===== config.mk =====
export PLATFORM = sky130hd
export DESIGN_NAME = sentence_span_scanner
export DESIGN_NICKNAME = d
export VERILOG_FILES = /design/src/rtl/core/ssc_pkg.sv /design/src/rtl/core/ssc_front.sv /design/src/rtl/core/ssc_queue.sv /design/src/rtl/core/ssc_back.sv /design/src/rtl/core/sentence_span_scanner.sv
export SDC_FILE = /design/constraint.sdc
export NUM_CORES = 1
export LEC_CHECK = 0
export BUFFER_PORTS_ARGS = -buffer_cell sky130_fd_sc_hd__buf_2
export CAP_MARGIN = 0
export CELL_PAD_IN_SITES_DETAIL_PLACEMENT = 1
export CELL_PAD_IN_SITES_GLOBAL_PLACEMENT = 1
export CORE_UTILIZATION = 32
export CTS_CLUSTER_DIAMETER = 200
export CTS_CLUSTER_SIZE = 30
export DETAILED_ROUTE_END_ITERATION = 10
export HOLD_SLACK_MARGIN = 0.06
export PLACE_DENSITY = 0.54
export SYNTH_ARGS = -nofsm -noshare
export SYNTH_HDL_FRONTEND = slang
export SYNTH_SLANG_ARGS = --single-unit

===== constraint.sdc =====
create_clock -name clk -period 6.2 [get_ports clk]
set_input_delay 0.31 -clock clk [delete_from_list [all_inputs] [get_ports clk]]
set_output_delay 0.31 -clock clk [all_outputs]
set_load 0.02 [all_outputs]

===== src/rtl/core/ssc_pkg.sv =====
// Shared types and constants for the sentence span scanner.
// No dependencies; imported by every module in rtl/core.
`default_nettype none

package ssc_pkg;

  // Beat presented on the input queue side
  typedef struct packed {
    logic [7:0] text_byte;
    logic       last_byte;
  } in_beat_t;

  // Beat presented on the result queue side
  typedef struct packed {
    logic        span_valid;
    logic [31:0] span_start;
    logic [31:0] span_end;
    logic        buffer_done;
  } out_beat_t;

  // Byte classes decoded by the front end
  typedef struct packed {
    logic ws;        // space, tab, newline, carriage return
    logic nl;        // newline
    logic term1;     // . ! ?
    logic close1;    // " ' ) ]
    logic lead_e2;   // first byte of E2 80 xx
    logic cont_80;   // second byte of E2 80 xx
    logic ell_a6;    // ellipsis tail
    logic quote_tail; // curly closing quote tails 9D, 99
  } byte_class_t;

  typedef struct packed {
    byte_class_t cls;
    logic        last_byte;
  } cls_beat_t;

  // Command queue between front and back
  localparam int CQ_DEPTH = 4;
  localparam int CQ_AW    = $clog2(CQ_DEPTH);
  localparam int CQ_CW    = $clog2(CQ_DEPTH + 1);

  // Result queue inside the back end
  localparam int OQ_DEPTH = 2;
  localparam int OQ_AW    = $clog2(OQ_DEPTH);
  localparam int OQ_CW    = $clog2(OQ_DEPTH + 1);

  // Configuration register indexes
  localparam logic CFG_BASE_OFFSET = 1'b0;
  localparam logic CFG_MAX_SPANS   = 1'b1;

  localparam logic [7:0] BYTE_E2 = 8'hE2;
  localparam logic [7:0] BYTE_80 = 8'h80;
  localparam logic [7:0] BYTE_A6 = 8'hA6;
  localparam logic [7:0] BYTE_9D = 8'h9D;
  localparam logic [7:0] BYTE_99 = 8'h99;

  // Scanner phase
  typedef enum logic [2:0] {
    PH_SKIP = 3'b001,
    PH_SENT = 3'b010,
    PH_RUN  = 3'b100
  } phase_t;

  // Progress through an E2 80 xx sequence
  typedef enum logic [1:0] {
    MATCH_NONE = 2'd0,
    MATCH_E2   = 2'd1,
    MATCH_E280 = 2'd2
  } match_t;

  function automatic byte_class_t classify(input logic [7:0] b);
    byte_class_t c;
    c.nl         = (b == 8'h0A);
    c.ws         = (b == 8'h20) || (b == 8'h09) || (b == 8'h0A) || (b == 8'h0D);
    c.term1      = (b == 8'h2E) || (b == 8'h21) || (b == 8'h3F);
    c.close1     = (b == 8'h22) || (b == 8'h27) || (b == 8'h29) || (b == 8'h5D);
    c.lead_e2    = (b == BYTE_E2);
    c.cont_80    = (b == BYTE_80);
    c.ell_a6     = (b == BYTE_A6);
    c.quote_tail = (b == BYTE_9D) || (b == BYTE_99);
    return c;
  endfunction

endpackage

`default_nettype wire


===== src/rtl/core/ssc_front.sv =====
// Front end: input queue handshake, byte classification, one holding stage.
// Depends on ssc_pkg; feeds ssc_queue.
`default_nettype none

module ssc_front (
  input  wire logic              clk,
  input  wire logic              rst,
  input  wire logic              push,
  output      logic              full,
  input  wire ssc_pkg::in_beat_t item,
  output      logic              q_push,
  output      ssc_pkg::cls_beat_t q_beat,
  input  wire logic              q_full
);
  import ssc_pkg::*;

  logic      hold_valid;
  cls_beat_t hold;
  logic      accept;

  // Stage frees up in the same cycle it drains into the queue
  assign full   = hold_valid && q_full;
  assign accept = push && !full;
  assign q_push = hold_valid && !q_full;
  assign q_beat = hold;

  always_ff @(posedge clk) begin
    if (rst) begin
      hold_valid <= 1'b0;
    end else begin
      hold_valid <= accept || (hold_valid && q_full);
    end
  end

  always_ff @(posedge clk) begin
    if (accept) begin
      hold.cls       <= classify(item.text_byte);
      hold.last_byte <= item.last_byte;
    end
  end

endmodule

`default_nettype wire


===== src/rtl/core/ssc_queue.sv =====
// Short command queue of classified beats between front and back.
// Depends on ssc_pkg.
`default_nettype none

module ssc_queue (
  input  wire logic               clk,
  input  wire logic               rst,
  input  wire logic               wr_en,
  input  wire ssc_pkg::cls_beat_t wr_beat,
  output      logic               q_full,
  input  wire logic               rd_en,
  output      ssc_pkg::cls_beat_t rd_beat,
  output      logic               q_empty
);
  import ssc_pkg::*;

  cls_beat_t          slots [CQ_DEPTH];
  logic [CQ_AW-1:0]   wr_ptr;
  logic [CQ_AW-1:0]   rd_ptr;
  logic [CQ_CW-1:0]   count;
  logic               do_wr;
  logic               do_rd;

  assign q_full  = (count == CQ_CW'(CQ_DEPTH));
  assign q_empty = (count == '0);
  assign do_wr   = wr_en && !q_full;
  assign do_rd   = rd_en && !q_empty;
  assign rd_beat = slots[rd_ptr];

  always_ff @(posedge clk) begin
    if (rst) begin
      wr_ptr <= '0;
      rd_ptr <= '0;
      count  <= '0;
    end else begin
      if (do_wr) wr_ptr <= wr_ptr + 1'b1;
      if (do_rd) rd_ptr <= rd_ptr + 1'b1;
      if (do_wr && !do_rd) count <= count + 1'b1;
      else if (do_rd && !do_wr) count <= count - 1'b1;
    end
  end

  always_ff @(posedge clk) begin
    if (do_wr) begin
      slots[wr_ptr] <= wr_beat;
    end
  end

endmodule

`default_nettype wire


===== src/rtl/core/ssc_back.sv =====
// Back end: sentence scanner state, span offsets and the result queue.
// Depends on ssc_pkg; drains ssc_queue.
`default_nettype none

module ssc_back (
  input  wire logic               clk,
  input  wire logic               rst,
  input  wire logic               q_empty,
  input  wire ssc_pkg::cls_beat_t q_beat,
  output      logic               q_pop,
  input  wire logic [31:0]        base_offset,
  input  wire logic [15:0]        max_spans,
  output      logic               empty,
  input  wire logic               pop,
  output      ssc_pkg::out_beat_t result
);
  import ssc_pkg::*;

  // Scanner state
  phase_t      phase;
  match_t      match;
  logic [31:0] byte_pos;
  logic [31:0] cur_start;
  logic [31:0] trim_end;
  logic [15:0] span_cnt;
  logic        limit_hit;

  phase_t      phase_next;
  match_t      match_next;
  logic [31:0] cur_start_next;
  logic [31:0] trim_end_next;
  logic [15:0] span_cnt_next;
  logic        limit_next;

  logic        lim;
  logic        fresh;
  logic        ended;
  logic [31:0] end_pos;
  logic [31:0] pos_inc;
  logic        out_push;
  out_beat_t   out_new;
  byte_class_t c;
  logic        last;

  // Result queue
  out_beat_t        oq [OQ_DEPTH];
  logic [OQ_AW-1:0] oq_wr;
  logic [OQ_AW-1:0] oq_rd;
  logic [OQ_CW-1:0] oq_cnt;
  logic             oq_pop;
  logic             oq_space;
  logic             step;

  assign c        = q_beat.cls;
  assign last     = q_beat.last_byte;
  assign empty    = (oq_cnt == '0);
  assign oq_pop   = pop && !empty;
  assign oq_space = (oq_cnt != OQ_CW'(OQ_DEPTH)) || oq_pop;
  assign step     = !q_empty && oq_space;
  assign q_pop    = step;
  assign result   = oq[oq_rd];
  assign pos_inc  = byte_pos + 32'd1;
  assign lim      = limit_hit || (span_cnt >= max_spans);

  always_comb begin
    phase_next     = phase;
    match_next     = match;
    cur_start_next = cur_start;
    trim_end_next  = trim_end;
    ended          = 1'b0;
    end_pos        = '0;
    fresh          = 1'b0;
    if (!lim) begin
      unique case (phase)
        PH_SENT: begin
          if (match == MATCH_E2 && c.cont_80) begin
            match_next    = MATCH_E280;
            trim_end_next = pos_inc;
          end else if (match == MATCH_E280 && c.ell_a6) begin
            match_next    = MATCH_NONE;
            phase_next    = PH_RUN;
            trim_end_next = pos_inc;
          end else begin
            match_next = MATCH_NONE;
            fresh      = 1'b1;
          end
        end
        PH_RUN: begin
          if (match == MATCH_E2) begin
            if (c.cont_80) begin
              match_next    = MATCH_E280;
              trim_end_next = pos_inc;
            end else begin
              match_next = MATCH_NONE;
              phase_next = PH_SENT;
              fresh      = 1'b1;
            end
          end else if (match == MATCH_E280) begin
            match_next = MATCH_NONE;
            if (c.ell_a6 || c.quote_tail) begin
              trim_end_next = pos_inc;
            end else begin
              phase_next = PH_SENT;
              fresh      = 1'b1;
            end
          end else if (c.term1 || c.close1) begin
            trim_end_next = pos_inc;
          end else if (c.lead_e2) begin
            match_next    = MATCH_E2;
            trim_end_next = pos_inc;
          end else if (c.ws) begin
            ended      = 1'b1;
            end_pos    = byte_pos;
            phase_next = PH_SKIP;
          end else begin
            phase_next = PH_SENT;
            fresh      = 1'b1;
          end
        end
        default: begin
          match_next = MATCH_NONE;
          if (!c.ws) begin
            phase_next     = PH_SENT;
            cur_start_next = byte_pos;
            fresh          = 1'b1;
          end
        end
      endcase

      // In-sentence handling with no partial sequence pending
      if (fresh) begin
        if (c.nl) begin
          ended      = 1'b1;
          end_pos    = byte_pos;
          phase_next = PH_SKIP;
        end else begin
          if (!c.ws) trim_end_next = pos_inc;
          if (c.term1) phase_next = PH_RUN;
          else if (c.lead_e2) match_next = MATCH_E2;
        end
      end

      // Unterminated tail at buffer end
      if (!ended && last && phase_next != PH_SKIP) begin
        ended   = 1'b1;
        end_pos = trim_end_next;
      end
    end

    span_cnt_next = ended ? span_cnt + 16'd1 : span_cnt;
    limit_next    = lim || (ended && (span_cnt_next >= max_spans));

    out_push            = ended || last;
    out_new.span_valid  = ended;
    out_new.span_start  = ended ? base_offset + cur_start_next : '0;
    out_new.span_end    = ended ? base_offset + end_pos : '0;
    out_new.buffer_done = last;
  end

  always_ff @(posedge clk) begin
    if (rst) begin
      phase     <= PH_SKIP;
      match     <= MATCH_NONE;
      byte_pos  <= '0;
      cur_start <= '0;
      trim_end  <= '0;
      span_cnt  <= '0;
      limit_hit <= 1'b0;
    end else if (step) begin
      if (last) begin
        phase     <= PH_SKIP;
        match     <= MATCH_NONE;
        byte_pos  <= '0;
        cur_start <= '0;
        trim_end  <= '0;
        span_cnt  <= '0;
        limit_hit <= 1'b0;
      end else begin
        phase     <= phase_next;
        match     <= match_next;
        byte_pos  <= pos_inc;
        cur_start <= cur_start_next;
        trim_end  <= trim_end_next;
        span_cnt  <= span_cnt_next;
        limit_hit <= limit_next;
      end
    end
  end

  always_ff @(posedge clk) begin
    if (rst) begin
      oq_wr  <= '0;
      oq_rd  <= '0;
      oq_cnt <= '0;
    end else begin
      if (step && out_push) oq_wr <= oq_wr + 1'b1;
      if (oq_pop) oq_rd <= oq_rd + 1'b1;
      if ((step && out_push) && !oq_pop) oq_cnt <= oq_cnt + 1'b1;
      else if (oq_pop && !(step && out_push)) oq_cnt <= oq_cnt - 1'b1;
    end
  end

  always_ff @(posedge clk) begin
    if (step && out_push) begin
      oq[oq_wr] <= out_new;
    end
  end

endmodule

`default_nettype wire


===== src/rtl/core/sentence_span_scanner.sv =====
// Top level of the sentence span scanner: config registers and the
// front / command queue / back chain. Depends on ssc_pkg, ssc_front,
// ssc_queue and ssc_back.
//
//   channel   | handshake                  | beat
//   ----------+----------------------------+-----------------------------------
//   input     | push / full                | item   : text_byte, last_byte
//   result    | empty / pop                | result : span_valid, span_start,
//             |                            |          span_end, buffer_done
//   config    | cfg_we (no wait)           | cfg_index, cfg_data
//
// One byte per cycle sustained while the result side keeps popping. From
// accept to result a byte passes the front holding stage, the command queue
// and the scanner step writing the result queue. Front and back stall
// independently through the 4-deep command queue; the 2-deep result queue
// lets the scanner keep going while a result waits. Reset (rst, synchronous)
// empties both queues and returns the scanner to whitespace skipping;
// base_offset resets to 0, max_spans to 65535. Bytes that produce no result just advance the scanner.
`default_nettype none

module sentence_span_scanner (
  input  wire logic               clk,
  input  wire logic               rst,
  input  wire logic               push,
  output      logic               full,
  input  wire ssc_pkg::in_beat_t  item,
  output      logic               empty,
  input  wire logic               pop,
  output      ssc_pkg::out_beat_t result,
  input  wire logic               cfg_we,
  input  wire logic               cfg_index,
  input  wire logic [31:0]        cfg_data
);
  import ssc_pkg::*;

  logic [31:0] base_offset;
  logic [15:0] max_spans;

  logic      fq_push;
  cls_beat_t fq_beat;
  logic      fq_full;
  logic      bq_pop;
  cls_beat_t bq_beat;
  logic      bq_empty;

  // User must write config only while idle; no scanner interlock enforces it
  always_ff @(posedge clk) begin
    if (rst) begin
      base_offset <= '0;
      max_spans   <= 16'hFFFF;
    end else if (cfg_we) begin
      unique case (cfg_index)
        CFG_BASE_OFFSET: base_offset <= cfg_data;
        CFG_MAX_SPANS:   max_spans   <= cfg_data[15:0];
        default: ;
      endcase
    end
  end

  ssc_front u_front (
    .clk    (clk),
    .rst    (rst),
    .push   (push),
    .full   (full),
    .item   (item),
    .q_push (fq_push),
    .q_beat (fq_beat),
    .q_full (fq_full)
  );

  ssc_queue u_queue (
    .clk     (clk),
    .rst     (rst),
    .wr_en   (fq_push),
    .wr_beat (fq_beat),
    .q_full  (fq_full),
    .rd_en   (bq_pop),
    .rd_beat (bq_beat),
    .q_empty (bq_empty)
  );

  ssc_back u_back (
    .clk         (clk),
    .rst         (rst),
    .q_empty     (bq_empty),
    .q_beat      (bq_beat),
    .q_pop       (bq_pop),
    .base_offset (base_offset),
    .max_spans   (max_spans),
    .empty       (empty),
    .pop         (pop),
    .result      (result)
  );

endmodule

`default_nettype wire


==> results.cfg <==
[power]
p_leak_uw = 0.00873
p_total_uw = 7630
ir_worst_vdd_v = 0.000271
powerDensity_nw_per_um2 = 349

[yosys]
syn_nets = 2149
ys_ff_latch = 358
yosysSeqAreaShare_pct = 45.5
syn_area_um2 = 19700
syn_inst = 1997
synth_edf_count = 177
yosys_warnings = 0
async_flop_share_pct = 0
avgSynthCellArea_um2 = 9.85
synth_flop_cell = dfxtp_1
yosysUniqueCellTypes = 77

[global_routing]
grt_pass1_vias = 16065
antenna_found_initial = 2
grt-ovfl-total = 0
grt_max_degree = 96
grt_use_total_pct = 18.5
grt_pass1_wl_um = 92200

[sta]
whs_ps = 123
clock_skew_ps = 40.6
setup_ws_ps = 358
rsz0062_at_grt = no
setup_tns_ps = 0
fmax_ghz = 0.171
worst_pin_slew_ps = 1030
period_share_pct = 94.2
layout_min_cycle_time_ps = 5840
setup_viol = 0
relSlewSlack_pct = 31.3
hold_viol = 0
drv_slew = 0

[hold_path]
min_from = cfg_data[10]
hold_path_class = input port to flop

[final_layout]
multiInputGateArea_um2 = 10100
syn_to_final_growth_pct = 11.2
mostFrequentLayoutCell = nor2_1
fin_nets = 2233
postLayoutCoreUtil_pct = 36.1
regArea_um2 = 8940
drive_gt1_share_pct = 15.7
layout_common_cells = nor2_1 (259), dfxtp_1 (179), edfxtp_1 (177)
fill_cells = 6873

[placement]
io_buffers = 114
hpwl_um = 41900
preCtsSetupSlack_ps = 122
gp_congestion = 0.811

[floorplan]
io_pins = 115
core_um2 = 60600
fp-row-count = 90
die_h_um = 250
initial_utilization_pct = 32.5
die_w_um = 250
die_area_um2 = 62400

[route]
routedWlPerCell_um = 20.4
drcViolationCount = 0
antenna_left = 0
vias = 15364
vias_per_cell = 5.35
finalWirelength_um = 58500
firstDrtPassIters = 5
drtIter0Drc = 710

[worst_setup_path]
crit_required_ps = 6490
cp_max_fo = 10
crit_end = u_back.oq[0][30]
reg2reg_depth = 22
r2r_slack_ps = 360
crit_type = flop to flop
r2r_end = u_back.oq[0][30]
worstSetupStartpointType = flop
critPathArrivalTime_ps = 6130
end_kind = flop

[clock_network]
clk_latency_ps = 560
h-tree-depth = 1
cts_buffers = 15
clock-sinks = 358
tritoncts = done
clk_pin_slew_ps = 120
cts-root-buf = clkbuf_16
clock_path_buffers = 3

[status]
outcome = complete, no violations

[run]
cap_violations = 0
[where the power goes]
part	switching [uW]	leakage, uW	internal (uW)
clock network	769	0.000197	466
registers	157	0.00315	2990
logic	2220	0.00538	1030
[final cells by class]
cell class	count	share of cell area (%)
inverter	40	0.687
multi-input combinational	1476	46.4
sequential	358	40.9
timing repair buffer	190	5.66
clock buffer	24	1.87
antenna	1	0.0114
tap	782	4.48
clock inverter	1	0.0172
[how the worst min path moves through the flow]
stage | depth (start not counted) | end | slack [ps]
final | 3 | base_offset[10] | 120
after global routing | 3 | base_offset[14] | 100
after floorplan | 0 | u_front.q_beat[0] | 410
after global placement | 1 | max_spans[4] | 450
after CTS | 3 | base_offset[9] | 80
after detailed placement | 1 | max_spans[4] | 450
[cells by family after synthesis]
family / synth area share, %
adder cells (fa/ha/maj): 6.80
AO/OA/AOI/OAI: 17.0
buffers and inverters: 3.24
flip-flops: 45.5
multiplexers: 7.84
XOR/XNOR: 4.90
AND/OR/NAND/NOR: 14.8
[Yosys cell counts, types with 16 or more instances]
| library cell | number | area share [%] |
|---|---|---|
| nand3_1 | 31 | 0.79 |
| o21ai_0 | 96 | 2.4 |
| mux2_2 | 112 | 6.4 |
| edfxtp_1 | 177 | 27 |
| dfxtp_1 | 181 | 18 |
| ha_1 | 102 | 6.5 |
| and3_1 | 46 | 1.5 |
| and2_1 | 17 | 0.54 |
| xor2_1 | 51 | 2.3 |
| inv_1 | 39 | 0.74 |
| nor3_1 | 27 | 0.69 |
| or3_1 | 16 | 0.51 |
| clkbuf_1 | 103 | 2.0 |
| a211o_1 | 19 | 0.85 |
| a21oi_1 | 127 | 3.2 |
| xnor2_1 | 59 | 2.6 |
| nor2b_1 | 16 | 0.51 |
| nor2_1 | 262 | 5.0 |
| nand2_1 | 141 | 2.7 |
| nand2b_1 | 27 | 0.86 |
| a21o_1 | 42 | 1.6 |
| a22oi_1 | 105 | 4.0 |
[timing repair]
item                                    CTS  global route
hold buffers                             26             0
hold endpoints to repair                 26             0
endpoints found under the setup margin    0            22
setup buffers                             0             0
gates resized for setup                   0             6
[registers in the layout, indices dropped and copies added (netlist names), 2 cells and up, named ones only]
register / cells
u_back.oq: 132
u_queue.slots: 36
base_offset: 32
u_back.byte_pos: 32
u_back.cur_start: 32
u_back.trim_end: 32
max_spans: 16
u_back.span_cnt: 16
u_front.q_beat: 9
u_back.phase: 3
u_queue.count: 3
u_back.match: 2
u_back.oq_cnt: 2
u_queue.rd_ptr: 2
u_queue.wr_ptr: 2
[per-stage QoR]
step / instances / cell area (um2)
3_5_place_dp: 2820 / 21200
2_1_floorplan: 1997 / 19700
6_report: 2872 / 21900
3_3_place_gp: 2820 / 21200
5_1_grt: 2871 / 21900
4_1_cts: 2871 / 21800
[layer usage]
layer  wire length [um]  share of wire, %  global-route usage (%)  vias up
li1                   -                 -                       -     7435
met4                900               1.5                    4.00        0
met5                  0                 0                       0        -
met2              28100                48                    31.7      179
met3               1640               2.8                    1.64       53
met1              27800                48                    25.1     7697
[critical path, stage by stage (launching register included)]
cell	delay (ps)
dfxtp_4	430
buf_4	140
mux4_2	480
nor2_1	220
a221oi_1	140
or2_2	340
a31oi_4	330
buf_4	220
buf_4	170
mux2_2	340
a22oi_1	290
nor2_1	100
ha_1	410
a21oi_1	210
nand2_1	70
a221oi_1	340
o21ai_0	160
a31o_2	280
a21oi_1	340
o21ai_0	140
a21oi_1	200
xnor2_1	70
and2_1	170
Note: power is estimated with default switching activity, not from simulation.
